**src/hw/rtl/heart_rate_measurement_parser_core_assert.svh**
```systemverilog
// Assertion macros for the heart rate measurement parser.
`ifndef HEART_RATE_MEASUREMENT_PARSER_CORE_ASSERT_SVH
`define HEART_RATE_MEASUREMENT_PARSER_CORE_ASSERT_SVH

// Checked only outside reset.
`define HRMP_ASSERT(lbl, prop, msg) \
  lbl: assert property (@(posedge clk) disable iff (rst) prop) else $error(msg);

// Checked on every edge, reset included.
`define HRMP_ASSERT_ALWAYS(lbl, prop, msg) \
  lbl: assert property (@(posedge clk) prop) else $error(msg);

`endif

```
**src/hw/rtl/hrmp_pkg.sv**
```systemverilog
package hrmp_pkg;

  localparam int unsigned MAX_INTERVALS_DEFAULT = 10;
  localparam int unsigned FIFO_DEPTH = 4;
  localparam int unsigned FIFO_PTR_W = $clog2(FIFO_DEPTH);
  localparam int unsigned FIFO_LVL_W = $clog2(FIFO_DEPTH + 1);

  localparam int unsigned COUNT_W = 4;
  localparam int unsigned LEVEL_W = 3;

  // flag byte bit positions
  localparam int unsigned FLAG_HR16_BIT   = 0;
  localparam int unsigned FLAG_ENERGY_BIT = 3;
  localparam int unsigned FLAG_RRI_BIT    = 4;

  // result kinds
  localparam logic KIND_RR      = 1'b0;
  localparam logic KIND_SUMMARY = 1'b1;

  typedef struct packed {
    logic               kind;
    logic [15:0]        rr_interval;
    logic [15:0]        heart_rate;
    logic [15:0]        energy_spent;
    logic [COUNT_W-1:0] interval_count;
    logic [LEVEL_W-1:0] signal_level;
    logic               malformed;
    logic               last;
  } result_t;

  // up to two results written per request, first one goes out first
  typedef struct packed {
    logic [1:0] n;
    result_t    first;
    result_t    second;
  } push_t;

endpackage

```
**src/hw/rtl/heart_rate_measurement_parser_core.sv**
```systemverilog
// Heart rate measurement packet parser.
// Slave side takes one packet byte per request: s_tdata[7:0] is the byte,
// s_tdata[15:8] the signal strength in dBm (read on the last byte only),
// s_tlast marks the final byte of a packet; the flags byte comes first.
// Master side gives results: m_tuser is the kind (0 = RR interval,
// 1 = packet summary), m_tlast is high on the summary.
// Throughput: one byte per cycle while the queue has room. A byte is held
// in the input register and, with room in the queue, its results enter
// the 4-entry result queue as it leaves that register; the first result
// is then offered to the master side. A byte that closes an RR interval
// on the last byte of a packet makes two results; these leave the queue
// one after the other. The input stage advances only while the queue
// holds room for two results.
// Reset clears the parse state (next byte is a flags byte) and empties the
// queue. When the receiver stalls, bytes that make no result keep flowing;
// once more than two results wait, the input register holds its byte and
// s_tready stays low until a result leaves the queue; nothing is lost.
`include "heart_rate_measurement_parser_core_assert.svh"

module heart_rate_measurement_parser_core #(
  parameter int unsigned MAX_INTERVALS = hrmp_pkg::MAX_INTERVALS_DEFAULT
) (
  input  logic        clk,
  input  logic        rst,
  input  logic        s_tvalid,
  output logic        s_tready,
  input  logic [15:0] s_tdata,   // packet_byte[7:0], signal_dbm[15:8]
  input  logic        s_tlast,
  output logic        m_tvalid,
  input  logic        m_tready,
  output logic [55:0] m_tdata,   // rr_interval[15:0], heart_rate[31:16],
                                 // energy_spent[47:32], interval_count[51:48],
                                 // signal_level[54:52], malformed[55]
  output logic        m_tuser,   // result_kind
  output logic        m_tlast
);

  hrmp_pkg::push_t                 push;
  hrmp_pkg::result_t               res;
  logic [hrmp_pkg::FIFO_LVL_W-1:0] fifo_level;

  hrmp_parser #(
    .MAX_INTERVALS(MAX_INTERVALS)
  ) u_parser (
    .clk       (clk),
    .rst       (rst),
    .in_valid  (s_tvalid),
    .in_ready  (s_tready),
    .in_byte   (s_tdata[7:0]),
    .in_last   (s_tlast),
    .in_dbm    (s_tdata[15:8]),
    .fifo_level(fifo_level),
    .push      (push)
  );

  hrmp_result_fifo u_fifo (
    .clk      (clk),
    .rst      (rst),
    .push     (push),
    .level    (fifo_level),
    .out_valid(m_tvalid),
    .out_ready(m_tready),
    .out_data (res)
  );

  assign m_tdata = {res.malformed, res.signal_level, res.interval_count,
                    res.energy_spent, res.heart_rate, res.rr_interval};
  assign m_tuser = res.kind;
  assign m_tlast = res.last;

  `HRMP_ASSERT(a_queue_bound,
    fifo_level <= hrmp_pkg::FIFO_LVL_W'(hrmp_pkg::FIFO_DEPTH), "result queue overflow")
  `HRMP_ASSERT(a_rr_not_last,
    m_tvalid && (m_tuser == hrmp_pkg::KIND_RR) |-> !m_tlast, "RR interval marked last")
  `HRMP_ASSERT(a_count_cap,
    m_tvalid && (m_tuser == hrmp_pkg::KIND_SUMMARY) |-> (m_tdata[51:48] <= 4'(MAX_INTERVALS)),
    "interval count above cap")
  `HRMP_ASSERT_ALWAYS(a_reset_empty, rst |=> !m_tvalid, "result valid right after reset")

endmodule

```
**src/hw/rtl/hrmp_parser.sv**
```systemverilog
module hrmp_parser #(
  parameter int unsigned MAX_INTERVALS = hrmp_pkg::MAX_INTERVALS_DEFAULT
) (
  input  logic                             clk,
  input  logic                             rst,
  input  logic                             in_valid,
  output logic                             in_ready,
  input  logic [7:0]                       in_byte,
  input  logic                             in_last,
  input  logic signed [7:0]                in_dbm,
  input  logic [hrmp_pkg::FIFO_LVL_W-1:0]  fifo_level,
  output hrmp_pkg::push_t                  push
);

  typedef enum logic [2:0] {
    PH_FLAGS = 3'd0,
    PH_HR_LO = 3'd1,
    PH_HR_HI = 3'd2,
    PH_EN_LO = 3'd3,
    PH_EN_HI = 3'd4,
    PH_RR_LO = 3'd5,
    PH_RR_HI = 3'd6,
    PH_SKIP  = 3'd7
  } phase_t;

  localparam int unsigned CW = hrmp_pkg::COUNT_W;
  localparam logic [hrmp_pkg::FIFO_LVL_W-1:0] ROOM_MAX =
    hrmp_pkg::FIFO_LVL_W'(hrmp_pkg::FIFO_DEPTH - 2);

  // input register
  logic              stg_valid;
  logic [7:0]        stg_byte;
  logic              stg_last;
  logic signed [7:0] stg_dbm;

  // parse state
  phase_t        phase, phase_mid, phase_next;
  logic [7:0]    flags, flags_next;
  logic [15:0]   rate, rate_next;
  logic [15:0]   energy, energy_next;
  logic [7:0]    pend, pend_next;
  logic [CW-1:0] taken, taken_next;

  logic   advance;
  logic   rr_emit;
  logic   bad;
  phase_t after_rate;
  phase_t after_energy;
  logic [hrmp_pkg::LEVEL_W-1:0] level;
  hrmp_pkg::result_t rr_res, sum_res;

  // room for two results, whatever the receiver does this cycle
  assign advance  = stg_valid && (fifo_level <= ROOM_MAX);
  assign in_ready = !stg_valid || advance;

  always_comb begin
    if (flags[hrmp_pkg::FLAG_ENERGY_BIT]) begin
      after_rate = PH_EN_LO;
    end else if (flags[hrmp_pkg::FLAG_RRI_BIT]) begin
      after_rate = PH_RR_LO;
    end else begin
      after_rate = PH_SKIP;
    end
    after_energy = flags[hrmp_pkg::FLAG_RRI_BIT] ? PH_RR_LO : PH_SKIP;
  end

  always_comb begin
    phase_mid   = phase;
    flags_next  = flags;
    rate_next   = rate;
    energy_next = energy;
    pend_next   = pend;
    taken_next  = taken;
    rr_emit     = 1'b0;
    unique case (phase)
      PH_FLAGS: begin
        flags_next  = stg_byte;
        rate_next   = '0;
        energy_next = '0;
        pend_next   = '0;
        taken_next  = '0;
        phase_mid   = PH_HR_LO;
      end
      PH_HR_LO: begin
        rate_next = {8'h00, stg_byte};
        phase_mid = flags[hrmp_pkg::FLAG_HR16_BIT] ? PH_HR_HI : after_rate;
      end
      PH_HR_HI: begin
        rate_next = {stg_byte, rate[7:0]};
        phase_mid = after_rate;
      end
      PH_EN_LO: begin
        energy_next = {8'h00, stg_byte};
        phase_mid   = PH_EN_HI;
      end
      PH_EN_HI: begin
        energy_next = {stg_byte, energy[7:0]};
        phase_mid   = after_energy;
      end
      PH_RR_LO: begin
        pend_next = stg_byte;
        phase_mid = PH_RR_HI;
      end
      PH_RR_HI: begin
        if (taken < CW'(MAX_INTERVALS)) begin
          rr_emit    = 1'b1;
          taken_next = CW'(taken + CW'(1));
        end
        phase_mid = PH_RR_LO;
      end
      PH_SKIP: begin
      end
      default: begin
      end
    endcase
    // cut short inside heart rate or energy
    bad = (phase_mid == PH_HR_LO) || (phase_mid == PH_HR_HI) ||
          (phase_mid == PH_EN_LO) || (phase_mid == PH_EN_HI);
    phase_next = stg_last ? PH_FLAGS : phase_mid;
  end

  // (dBm+100)/10 truncated, clamped to 0..4
  always_comb begin
    if (stg_dbm < -8'sd90) begin
      level = 3'd0;
    end else if (stg_dbm < -8'sd80) begin
      level = 3'd1;
    end else if (stg_dbm < -8'sd70) begin
      level = 3'd2;
    end else if (stg_dbm < -8'sd60) begin
      level = 3'd3;
    end else begin
      level = 3'd4;
    end
  end

  always_comb begin
    rr_res                = '0;
    rr_res.kind           = hrmp_pkg::KIND_RR;
    rr_res.rr_interval    = {stg_byte, pend};
    sum_res               = '0;
    sum_res.kind          = hrmp_pkg::KIND_SUMMARY;
    sum_res.heart_rate    = rate_next;
    sum_res.energy_spent  = energy_next;
    sum_res.interval_count = taken_next;
    sum_res.signal_level  = level;
    sum_res.malformed     = bad;
    sum_res.last          = 1'b1;

    push.n      = advance ? (2'(rr_emit) + 2'(stg_last)) : 2'd0;
    push.first  = rr_emit ? rr_res : sum_res;
    push.second = sum_res;
  end

  always_ff @(posedge clk) begin
    if (rst) begin
      stg_valid <= 1'b0;
      phase     <= PH_FLAGS;
      flags     <= '0;
      rate      <= '0;
      energy    <= '0;
      pend      <= '0;
      taken     <= '0;
    end else begin
      if (in_valid && in_ready) begin
        stg_valid <= 1'b1;
      end else if (advance) begin
        stg_valid <= 1'b0;
      end
      if (advance) begin
        phase  <= phase_next;
        flags  <= flags_next;
        rate   <= rate_next;
        energy <= energy_next;
        pend   <= pend_next;
        taken  <= taken_next;
      end
    end
  end

  always_ff @(posedge clk) begin
    if (in_valid && in_ready) begin
      stg_byte <= in_byte;
      stg_last <= in_last;
      stg_dbm  <= in_dbm;
    end
  end

endmodule

```
**src/hw/rtl/hrmp_result_fifo.sv**
```systemverilog
module hrmp_result_fifo (
  input  logic                            clk,
  input  logic                            rst,
  input  hrmp_pkg::push_t                 push,
  output logic [hrmp_pkg::FIFO_LVL_W-1:0] level,
  output logic                            out_valid,
  input  logic                            out_ready,
  output hrmp_pkg::result_t               out_data
);

  localparam int unsigned PW = hrmp_pkg::FIFO_PTR_W;
  localparam int unsigned LW = hrmp_pkg::FIFO_LVL_W;

  hrmp_pkg::result_t mem [hrmp_pkg::FIFO_DEPTH];
  logic [PW-1:0] wr_ptr, rd_ptr;
  logic [PW-1:0] wr_ptr1;
  logic          pop;

  assign pop       = out_valid && out_ready;
  assign out_valid = (level != '0);
  assign out_data  = mem[rd_ptr];
  assign wr_ptr1   = PW'(wr_ptr + PW'(1));

  always_ff @(posedge clk) begin
    if (push.n != 2'd0) begin
      mem[wr_ptr] <= push.first;
    end
    if (push.n == 2'd2) begin
      mem[wr_ptr1] <= push.second;
    end
  end

  always_ff @(posedge clk) begin
    if (rst) begin
      wr_ptr <= '0;
      rd_ptr <= '0;
      level  <= '0;
    end else begin
      wr_ptr <= PW'(wr_ptr + PW'(push.n));
      if (pop) begin
        rd_ptr <= PW'(rd_ptr + PW'(1));
      end
      level <= LW'(level + LW'(push.n) - LW'(pop));
    end
  end

endmodule
```
**config.mk**
```make
export PLATFORM = sky130hd
export DESIGN_NAME = heart_rate_measurement_parser_core
export DESIGN_NICKNAME = d
export VERILOG_FILES = /design/src/hw/rtl/hrmp_pkg.sv /design/src/hw/rtl/heart_rate_measurement_parser_core.sv /design/src/hw/rtl/hrmp_parser.sv /design/src/hw/rtl/hrmp_result_fifo.sv
export VERILOG_INCLUDE_DIRS = /design/src /design/src/hw/rtl
export SDC_FILE = /design/constraint.sdc
export NUM_CORES = 1
export LEC_CHECK = 0
export BUFFER_PORTS_ARGS = -buffer_cell sky130_fd_sc_hd__buf_2
export CORE_ASPECT_RATIO = 1.25
export CORE_MARGIN = 1
export CORE_UTILIZATION = 54
export CTS_BUF_LIST = sky130_fd_sc_hd__clkbuf_8
export DETAILED_ROUTE_END_ITERATION = 12
export GPL_TIMING_DRIVEN = 0
export PLACE_DENSITY = 0.72
export SYNTH_ARGS = -nofsm -noshare
export SYNTH_HDL_FRONTEND = slang
export SYNTH_SLANG_ARGS = --single-unit
```
**constraint.sdc**
```tcl
create_clock -name clk -period 7.4 [get_ports clk]
set_input_delay 0.74 -clock clk [delete_from_list [all_inputs] [get_ports clk]]
set_output_delay 0.74 -clock clk [all_outputs]
set_load 0.01 [all_outputs]
```
==> out/metrics.cfg, run 1 <==
[status]
status = finished clean

[critical_path]
ff2ff_path_depth = 10
endpoint_kind = flip-flop
cp-start-kind = flip-flop
cp.required_ns = 7.64
r2r-end = u_fifo.mem[1][17]
cp_max_fo = 21
r2r_start = u_parser.phase[1]
worst-r2r-setup-slack_ns = 3.21
cp_data_arrival_time_ns = 4.43
path_class = flip-flop to flip-flop

[cts]
postCtsSetupRepairBufs = 0
post_cts_resized = 0
cts_buffers = 46
cts_tree = built
clk_pin_slew_ns = 0.07
cts_root_buf = clkbuf_8
cts_htree_levels = 2
clockBufferDepth = 3
clkLatencyLatePin_ns = 0.55
cts_num_sinks = 304
cts_hold_buf = 0

[sta]
fin_skew_ns = 0.0233
clock.fmax_ghz = 0.239
setup_tns_ns = 0
finalCriticalPeriod_ns = 4.19
fin_crit_sh_pct = 56.6
fin_ws_ns = 3.21
maxSlewHeadroom_pct = 17.2
rsz0062_at_grt = no
report.final.slew_viol_count = 0
worst_slew_pin_slew_ns = 1.23
setup_viol = 0
fin_hold_ws_ns = 0.365
hold_viol_final = 0

[hold_path]
hold_path.class = input port to flip-flop
min_to = u_parser.stg_dbm[6]
hp-start = s_tdata[14]
hold_path_depth = 1

[routing]
dr.pass1.iters = 5
wl_microns = 32900
via_per_inst = 5.91
ant_nets = 0
drc = 0
wl_per_cell_microns = 20.4
initialDrtViolationCount = 708
vias = 9529

[floorplan]
initial_core_util_pct = 55.2
io_pins = 81
core_area_sq_um = 23800
row_count = 63
die_y_microns = 176
die_w_microns = 142
die-area_sq_um = 25000

[global_routing]
grt_pass1_vias = 9510
grt_pass1_wl_microns = 51100
track_usage_pct = 27.0
grt_max_degree = 26
antenna_found_initial = 0
overflow = 0

[cells_and_area]
finalInstanceArea_sq_um = 15000
area_growth_pct = 14.4
drive_gt1_share_pct = 21.2
layout.nets = 1277
final_util_pct = 63.2
diodes = 0

[synthesis]
ys_seq_area_share_pct = 59.7
synth.area.top_cells = edfxtp_1, dfxtp_1, mux4_2
yosysTopAreaCell = edfxtp_1
ys_types = 59
yosys_warnings = 0
syn_avg_cell_area_sq_um = 11.8
synthCells = 1118
yosys_register_bits = 304
syn-cell-area_sq_um = 13100
syn_nets = 1146
synth_common_cells = nor2_1, edfxtp_1, dfxtp_1
synth.most_common_cell = nor2_1
synthArstFlopShare_pct = 0
synth_edf_count = 176
ys.flop_type = edfxtp_1
yosys.area.top_type_share_pct = 40.2

[placement]
placedInstanceArea_sq_um = 14100
dp_hpwl_microns = 21300
portBuffers = 78
place_ws_ns = 3.21
gp_congestion = 0.925

[job]
cap_violations = 0

[pwr]
p_per_area_nw_per_um2 = 274
irDropWorstVdd_mv = 0.215
power_leakage_nw = 5.12

## how the worst max path moves through the flow
| stage | from | end | slack (ns) | cells after the start |
|---|---|---|---|---|
| after floorplan | u_parser.phase[1] | u_fifo.mem[3][10] | 2.04 | 8 |
| after global placement | u_parser.phase[1] | u_fifo.mem[3][25] | -0.96 | 8 |
| after detailed placement | u_parser.phase[1] | u_fifo.mem[1][19] | 3.21 | 10 |
| after CTS | u_parser.phase[1] | u_fifo.mem[1][17] | 3.20 | 10 |
| after global routing | u_parser.phase[1] | u_fifo.mem[1][18] | 2.94 | 10 |
| final | u_parser.phase[1] | u_fifo.mem[1][17] | 3.21 | 10 |
## area by class of cell
type	count	area, sq um
Multi-Input combinational cell	711	4860
Clock buffer	57	785
Timing Repair Buffer	83	505
Clock inverter	29	170
Sequential cell	304	7850
Buffer	92	422
Inverter	11	41.3
Fill cell	1948	8770
Tap cell	325	407
## worst max-delay path: stages, from the launching register on
cell	delay [ns]
dfxtp_1	0.38
nor2b_1	0.18
buf_6	0.15
and3_1	0.15
clkbuf_2	0.17
clkbuf_1	0.46
ha_1	0.40
or3b_2	0.54
nor3_2	0.48
nand2b_2	0.67
buf_12	0.27
## logic make-up after synthesis
kind of cell    after synthesis  share of synthesized area (%)
xor+xnor                      7                          0.466
mux                          70                           10.8
compound gates              198                           9.99
simple gates                429                           14.8
fa+ha+maj                     7                          0.724
buf+inv                     103                           3.52
flops                       304                           59.7
## per-stage QoR
step,total power [mW],instances
finish,4.12,1612
global route,4.27,1612
CTS,4.13,1612
detailed placement,2.76,1526
global placement,2.74,1521
floorplan,2.50,1118
## layout by cell type, fill, tap and decap left out, types with 4 or more instances in the layout
cell and instances:
buf_2 105, nand2b_1 13, nor2b_1 14, inv_1 30, and3_1 4, dfxtp_1 128, edfxtp_1 176, a211o_1 4
clkbuf_1 44, xnor2_1 4, mux2i_1 12, ha_1 6, a21oi_1 72, a22oi_1 25, nand2_1 90, nand3_1 66
buf_6 5, clkbuf_8 57, buf_1 14, o21ai_0 6, nor2_1 194, clkinv_2 4, a211oi_1 34, a22o_1 23
nor2_2 20, a31oi_1 10, mux4_2 57, o21ai_1 4
## where the power goes
part	switching [mW]	leakage [nW]	internal (mW)
logic	0.453	1.90	0.354
clock network	0.631	0.560	0.766
registers	0.0526	2.65	1.86
## state kept, by name (all words and copies together) (netlist names), 3 cells and up, named ones only
signal and flops:
u_fifo.mem 228, u_parser.energy 16, u_parser.rate 16, u_parser.pend 8, u_parser.stg_byte 8, u_parser.stg_dbm 7
u_parser.taken 4, u_fifo.level 3, u_parser.flags 3, u_parser.phase 3
## layer usage
metal	vias up	part of all wire (%)	track usage, %
met5	-	0	0
met4	0	4.9	14.4
met2	395	49	45.4
met3	100	6.8	4.23
li1	4364	-	-
met1	4670	39	33.5
(Power assumes the default switching activity.)
==> run 2, diff against run 1 <==
--- a/config.mk
+++ b/config.mk
@@ -13,7 +13,7 @@
 export CTS_BUF_LIST = sky130_fd_sc_hd__clkbuf_8
 export DETAILED_ROUTE_END_ITERATION = 12
 export GPL_TIMING_DRIVEN = 0
-export PLACE_DENSITY = 0.72
+export PLACE_DENSITY = 0.75
 export SYNTH_ARGS = -nofsm -noshare
 export SYNTH_HDL_FRONTEND = slang
 export SYNTH_SLANG_ARGS = --single-unit
==> constraint.sdc (replaced) <==
create_clock -name clk -period 3.5 [get_ports clk]
set_input_delay 0.35 -clock clk [delete_from_list [all_inputs] [get_ports clk]]
set_output_delay 0.35 -clock clk [all_outputs]
set_load 0.01 [all_outputs]
==> run 2 against run 1 <==
  * Routed wire length grew 4.3%
  * Clock-buffer cell count shrank 1
  * Total power grew 110%
  * Hold slack lost 0.33 ns
  * Flip-flop and latch count is the same
  * Sequential power grew 110%
  * Utilization grew 1.2 points
  * Sequential share of layout area shrank 0.94 points
  * Highest routed layer unchanged
  * Maximum frequency grew 24%
  * Die area is the same
==> out/metrics.cfg, run 2 (synthesized netlist as in run 1, its figures left out) <==
[placement]
portBuffers = 78  ; unchanged
dp_hpwl_microns = 21000  ; -1.4%
place_ws_ns = -0.992  ; -4.21 ns
gp_congestion = 0.941  ; +1.7%

[cts]
cts_buffers = 46  ; unchanged
cts_tree = built
clockBufferDepth = 3  ; unchanged
cts_htree_levels = 2  ; unchanged
cts_num_sinks = 304  ; unchanged
clkLatencyLatePin_ns = 0.56  ; about the same
cts_root_buf = clkbuf_8
clk_pin_slew_ns = 0.06  ; about the same

[pwr]
irDropWorstVdd_mv = 0.317  ; +48%
comb_power_share_pct = 20.1  ; +0.5 points
p_seq_share_pct = 47.0  ; +0.5 points
power_mw = 8.62  ; +110%
p_sw_mw = 2.40  ; +110%
netSwitchingFraction_pct = 27.9  ; +0.30 points
clkPwrFrac_pct = 32.9  ; -1.0 points
power_leakage_nw = 5.27  ; +3.0%
p_int_mw = 6.21  ; +110%
p_per_area_nw_per_um2 = 563  ; +110%

[routing]
wl_per_cell_microns = 20.9  ; +2.6%
dr.pass1.iters = 6  ; +1
drc = 0  ; unchanged
initialDrtViolationCount = 832  ; +18%
via_per_inst = 5.98  ; +1.2%
vias = 9799  ; +2.8%
ant_nets = 0  ; unchanged
wl_microns = 34300  ; +4.3%

[cells_and_area]
multi_input_area_sq_um = 4970  ; +2.3%
seqCellArea_sq_um = 7850  ; unchanged
diodes = 0  ; unchanged
top_register = u_fifo.mem
final_util_pct = 64.3  ; +1.2 points
area_growth_pct = 16.5
drive_gt1_share_pct = 22.6  ; +1.4 points
final_cell_mix = nor2_1, edfxtp_1, dfxtp_1
largest_reg_flops = 228  ; unchanged
top_regs = u_fifo.mem x228, u_parser.energy x16, u_parser.rate x16
layout.nets = 1306  ; +2.3%
fillers = 1858  ; -4.6%
layout.cells.most_common = nor2_1

[critical_path]
cp_cell_sequence = a21o_1 -> nor2_1 -> buf_2 -> buf_1 -> nand2_1 -> ha_1 -> inv_1 -> ha_1 -> fa_1 -> xor2_1 -> xnor2_1 -> nor2_1
cp_top_family = adder cells
cp-start-kind = flip-flop
critPathSlowestCell = buf_1
cp_max_fo = 10  ; -52%
cp_num_buf_inv = 3  ; -1
cp_slowest_stage_delay_ns = 0.53  ; -0.14 ns
cp_data_arrival_time_ns = 3.82  ; -0.61 ns
endpoint_kind = flip-flop
cp.required_ns = 3.93  ; -3.71 ns
path_class = flip-flop to flip-flop

[floorplan]
die_w_microns = 142  ; unchanged
die_y_microns = 176  ; unchanged
row_count = 63  ; unchanged
io_pins = 81  ; unchanged
die-area_sq_um = 25000  ; unchanged
initial_core_util_pct = 55.2  ; unchanged
core_area_sq_um = 23800  ; unchanged

[sta]
hold_viol_final = 0  ; unchanged
setup_viol = 0  ; unchanged
worst_slew_pin_slew_ns = 1.18  ; -0.0529 ns
fin_skew_ns = 0.0261  ; +0.00279 ns
fin_ws_ns = 0.106  ; -3.10 ns
report.final.slew_viol_count = 0  ; unchanged
setup_tns_ns = 0  ; unchanged
clock.fmax_ghz = 0.295  ; +24%
fin_crit_sh_pct = 97.0  ; +40 points
finalCriticalPeriod_ns = 3.39  ; -0.798 ns
maxSlewHeadroom_pct = 20.8  ; +3.6 points

[job]
cap_violations = 0  ; unchanged

[global_routing]
track_usage_pct = 27.8  ; +0.87 points
grt_max_degree = 23  ; -12%
grt_pass1_vias = 9888  ; +4.0%
grt_pass1_wl_microns = 52600  ; +2.9%
antenna_found_initial = 0  ; unchanged
overflow = 0  ; unchanged

[hold_path]
hold_path.class = input port to flip-flop

[status]
status = finished clean

## run 2: routing by layer
metal / GRT usage [%] / wire (microns) / share of wire, %
met1: 33.5 / 12800 / 37
met2: 47.0 / 16900 / 49
met3: 5.70 / 2890 / 8.4
met4: 14.9 / 1750 / 5.1
met5: 0 / 0 / 0
## run 2: through the flow
step	instance area [sq um]	cells	hold slack (ns)
2_1_floorplan	13200	1118	0.418
3_3_place_gp	14000	1521	0.428
3_5_place_dp	14000	1523	0.434
4_1_cts	15200	1634	0.0198
5_1_grt	15300	1638	0.0696
6_report	15300	1638	0.0382
## run 2: cell type report
class | instances | area share, %
sequential | 304 | 51.2
multi-input combinational | 715 | 32.5
clock buffer | 56 | 5.03
timing repair buffer | 109 | 4.66
buffer | 91 | 2.82
tap | 325 | 2.66
clock inverter | 27 | 0.850
inverter | 11 | 0.270
## run 2: final timing paths
path,endpoint,startpoint,cells past startpoint,slack [ns]
worst max-delay path,u_fifo.level[2],u_fifo.level[1],12,0.11
worst max register to register,u_fifo.level[2],u_fifo.level[1],12,0.11
worst min-delay path,u_parser.stg_valid,s_tvalid,3,0.04
worst min register to register,u_fifo.mem[2][0],u_fifo.mem[2][0],2,0.44
## run 2: worst min-delay path, stage by stage
cell and delay [ns]:
buf_2 0.10, a21oi_1 0.04, nor2_1 0.07
## run 2: what timing repair did
item / CTS / global route
resized for setup: 11 / 23
gates cloned: 3 / 1
pin swaps: 2 / 3
endpoints found under the setup margin: 258 / 213
hold buffers: 16 / 0
buffers inserted: 9 / 4
hold endpoints to repair: 16 / 0
## run 2: power by group through the flow
stage / registers (mW) / clock network, mW / logic (mW)
final: 4.05 / 2.84 / 1.73
after detailed placement: 4.12 / 0 / 1.71
after CTS: 4.04 / 2.87 / 1.73
after floorplan: 4.09 / 0 / 1.20
after global routing: 4.06 / 3.02 / 1.86
after global placement: 4.11 / 0 / 1.67
==> run 3, diff against run 2 <==
--- a/config.mk
+++ b/config.mk
@@ -13,7 +13,7 @@
 export CTS_BUF_LIST = sky130_fd_sc_hd__clkbuf_8
 export DETAILED_ROUTE_END_ITERATION = 12
 export GPL_TIMING_DRIVEN = 0
-export PLACE_DENSITY = 0.75
+export PLACE_DENSITY = 0.72
 export SYNTH_ARGS = -nofsm -noshare
 export SYNTH_HDL_FRONTEND = slang
 export SYNTH_SLANG_ARGS = --single-unit
==> constraint.sdc (replaced) <==
create_clock -name clk -period 3.3 [get_ports clk]
set_input_delay 0.33 -clock clk [delete_from_list [all_inputs] [get_ports clk]]
set_output_delay 0.33 -clock clk [all_outputs]
set_load 0.01 [all_outputs]
==> run 3 against run 2 <==
  * Hold slack improved by 0.23 ns
  * Die area unchanged
  * Register-to-register slack improved by 0.02 ns
  * Routed wire length increased by 0.93%
  * Clock-buffer cell count decreased by 3
  * Utilization increased by 0.15 points
  * Critical path depth decreased by 1
  * Critical endpoint is now u_fifo.mem[0][14]
==> out/metrics.cfg, run 3 (synthesized netlist as in run 1, its figures left out) <==
[status]
status = finished clean

[routing]
initialDrtViolationCount = 778  ; -6.5%
dr.pass1.iters = 5  ; -1
via_per_inst = 5.94  ; -0.72%
ant_nets = 0  ; unchanged
wl_per_cell_microns = 21.1  ; +0.69%
wl_microns = 34600  ; +0.93%
drc = 0  ; unchanged
vias = 9752  ; -0.48%

[sta]
rsz0062_at_grt = no
worst_slew_pin_slew_ns = 1.19  ; +0.00916 ns
finalCriticalPeriod_ns = 3.18  ; -0.215 ns
hold_viol_final = 0  ; unchanged
maxSlewHeadroom_pct = 20.2  ; -0.62 points
fin_ws_ns = 0.121  ; +0.0150 ns
report.final.slew_viol_count = 0  ; unchanged
setup_viol = 0  ; unchanged
fin_crit_sh_pct = 96.3  ; -0.64 points
clock.fmax_ghz = 0.315  ; +6.8%
fin_skew_ns = 0.0138  ; -0.0123 ns
fin_hold_ws_ns = 0.272  ; +0.233 ns

[critical_path]
worst-r2r-setup-slack_ns = 0.12  ; +0.02 ns
path_class = flip-flop to flip-flop
endpoint_kind = flip-flop
r2r_start = u_parser.taken[1]
cp_data_arrival_time_ns = 3.44  ; -0.38 ns
cp_max_fo = 18  ; +8
ff2ff_path_depth = 11  ; -1
cp.required_ns = 3.56  ; -0.37 ns
r2r-end = u_fifo.mem[0][14]
cp-start-kind = flip-flop

[floorplan]
io_pins = 81  ; unchanged
die-area_sq_um = 25000  ; unchanged
die_y_microns = 176  ; unchanged
die_w_microns = 142  ; unchanged
core_area_sq_um = 23800  ; unchanged
row_count = 63  ; unchanged
initial_core_util_pct = 55.2  ; unchanged

[hold_path]
hold_path.class = input port to flip-flop
hp-start = m_tready
hold_path_depth = 4  ; +1

[cts]
cts_root_buf = clkbuf_8
clkLatencyLatePin_ns = 0.56  ; about the same
cts_num_sinks = 304  ; unchanged
cts_buffers = 46  ; unchanged
clockBufferDepth = 3  ; unchanged
clk_pin_slew_ns = 0.06  ; about the same
cts_tree = built
cts_htree_levels = 2  ; unchanged

[placement]
gp_congestion = 0.915  ; -2.8%
placedInstanceArea_sq_um = 14000  ; +0.29%
place_ws_ns = -1.05  ; -0.0541 ns
portBuffers = 78  ; unchanged
dp_hpwl_microns = 21200  ; +1.2%

[cells_and_area]
layout.cells.most_common = nor2_1
area_growth_pct = 16.8
drive_gt1_share_pct = 23.0  ; +0.39 points
final_cell_mix = nor2_1, edfxtp_1, dfxtp_1
top_regs = u_fifo.mem x228, u_parser.energy x16, u_parser.rate x16
finalInstanceArea_sq_um = 15300  ; +0.24%
final_util_pct = 64.5  ; +0.15 points
seqCellArea_sq_um = 7850  ; about the same
top_register = u_fifo.mem
fillers = 1875  ; +0.91%
largest_reg_flops = 228  ; unchanged
multi_input_area_sq_um = 4970  ; -0.13%
diodes = 0  ; unchanged
layout.nets = 1311  ; +0.38%

[global_routing]
track_usage_pct = 28.3  ; +0.47 points
grt_pass1_vias = 9658  ; -2.3%
grt_max_degree = 26  ; +13%
overflow = 0  ; unchanged
antenna_found_initial = 0  ; unchanged
grt_pass1_wl_microns = 52800  ; +0.38%

[pwr]
p_per_area_nw_per_um2 = 591  ; +5.0%
power_leakage_nw = 5.30  ; +0.58%
irDropWorstVdd_mv = 0.382  ; +20%

[job]
cap_violations = 0  ; unchanged

run 3: layout make-up:
class | instances | area share (%)
Clock inverter | 29 | 0.905
Tap cell | 325 | 2.65
Multi-Input combinational cell | 715 | 32.4
Sequential cell | 304 | 51.1
Buffer | 91 | 2.85
Inverter | 11 | 0.269
Timing Repair Buffer | 114 | 5.09
Clock buffer | 53 | 4.75
run 3: worst max-delay path by stage:
stage | from | end | slack (ns) | cells past startpoint
after detailed placement | u_parser.phase[1] | u_fifo.mem[2][20] | -1.05 | 9
after global placement | u_parser.phase[1] | u_fifo.mem[2][18] | -0.96 | 9
after global routing | u_parser.phase[1] | u_fifo.mem[0][26] | 0.005 | 12
final | u_parser.taken[1] | u_fifo.mem[0][14] | 0.12 | 11
after floorplan | u_parser.phase[1] | u_fifo.mem[2][10] | 0.13 | 9
after CTS | flip-flop | m_tdata[19] | 0.01 | 4
run 3: what timing repair did:
item                       4_1_cts  5_1_grt
hold endpoints to repair        17        0
hold buffers                    17        0
pin swaps                        3        2
gates cloned                     4        0
resized for setup               23        9
setup buffers                   12        4
setup endpoints to repair      333      232
run 3: power by group:
group	internal, mW	switching, mW
Combinational	0.820	1.02
Sequential	4.17	0.117
Clock	1.53	1.41
run 3: per-layer routing:
layer	part of all wire (%)	track usage, %	vias to the layer above	wire length, microns
li1	-	-	4429	-
met1	37	34.9	4756	13000
met2	51	47.5	460	17500
met3	7.4	4.96	107	2560
met4	4.6	15.4	0	1590
met5	0	0	-	0
run 3: through the flow:
stage / power (mW) / TNS [ns] / instances
after floorplan: 5.61 / 0 / 1118
after global placement: 6.14 / -187.74 / 1521
after detailed placement: 6.19 / -194.61 / 1524
after CTS: 9.09 / 0 / 1638
after global routing: 9.43 / 0 / 1642
final: 9.07 / 0 / 1642
run 3: critical path, stage by stage, from the launching register on:
cell and delay (ns):
dfxtp_1 0.43, o21ai_1 0.16, and3_1 0.20, clkbuf_2 0.16
clkbuf_4 0.24, ha_4 0.34, o21bai_2 0.15, or4_1 0.42
clkbuf_4 0.27, o21ai_4 0.13, buf_16 0.18, buf_16 0.16
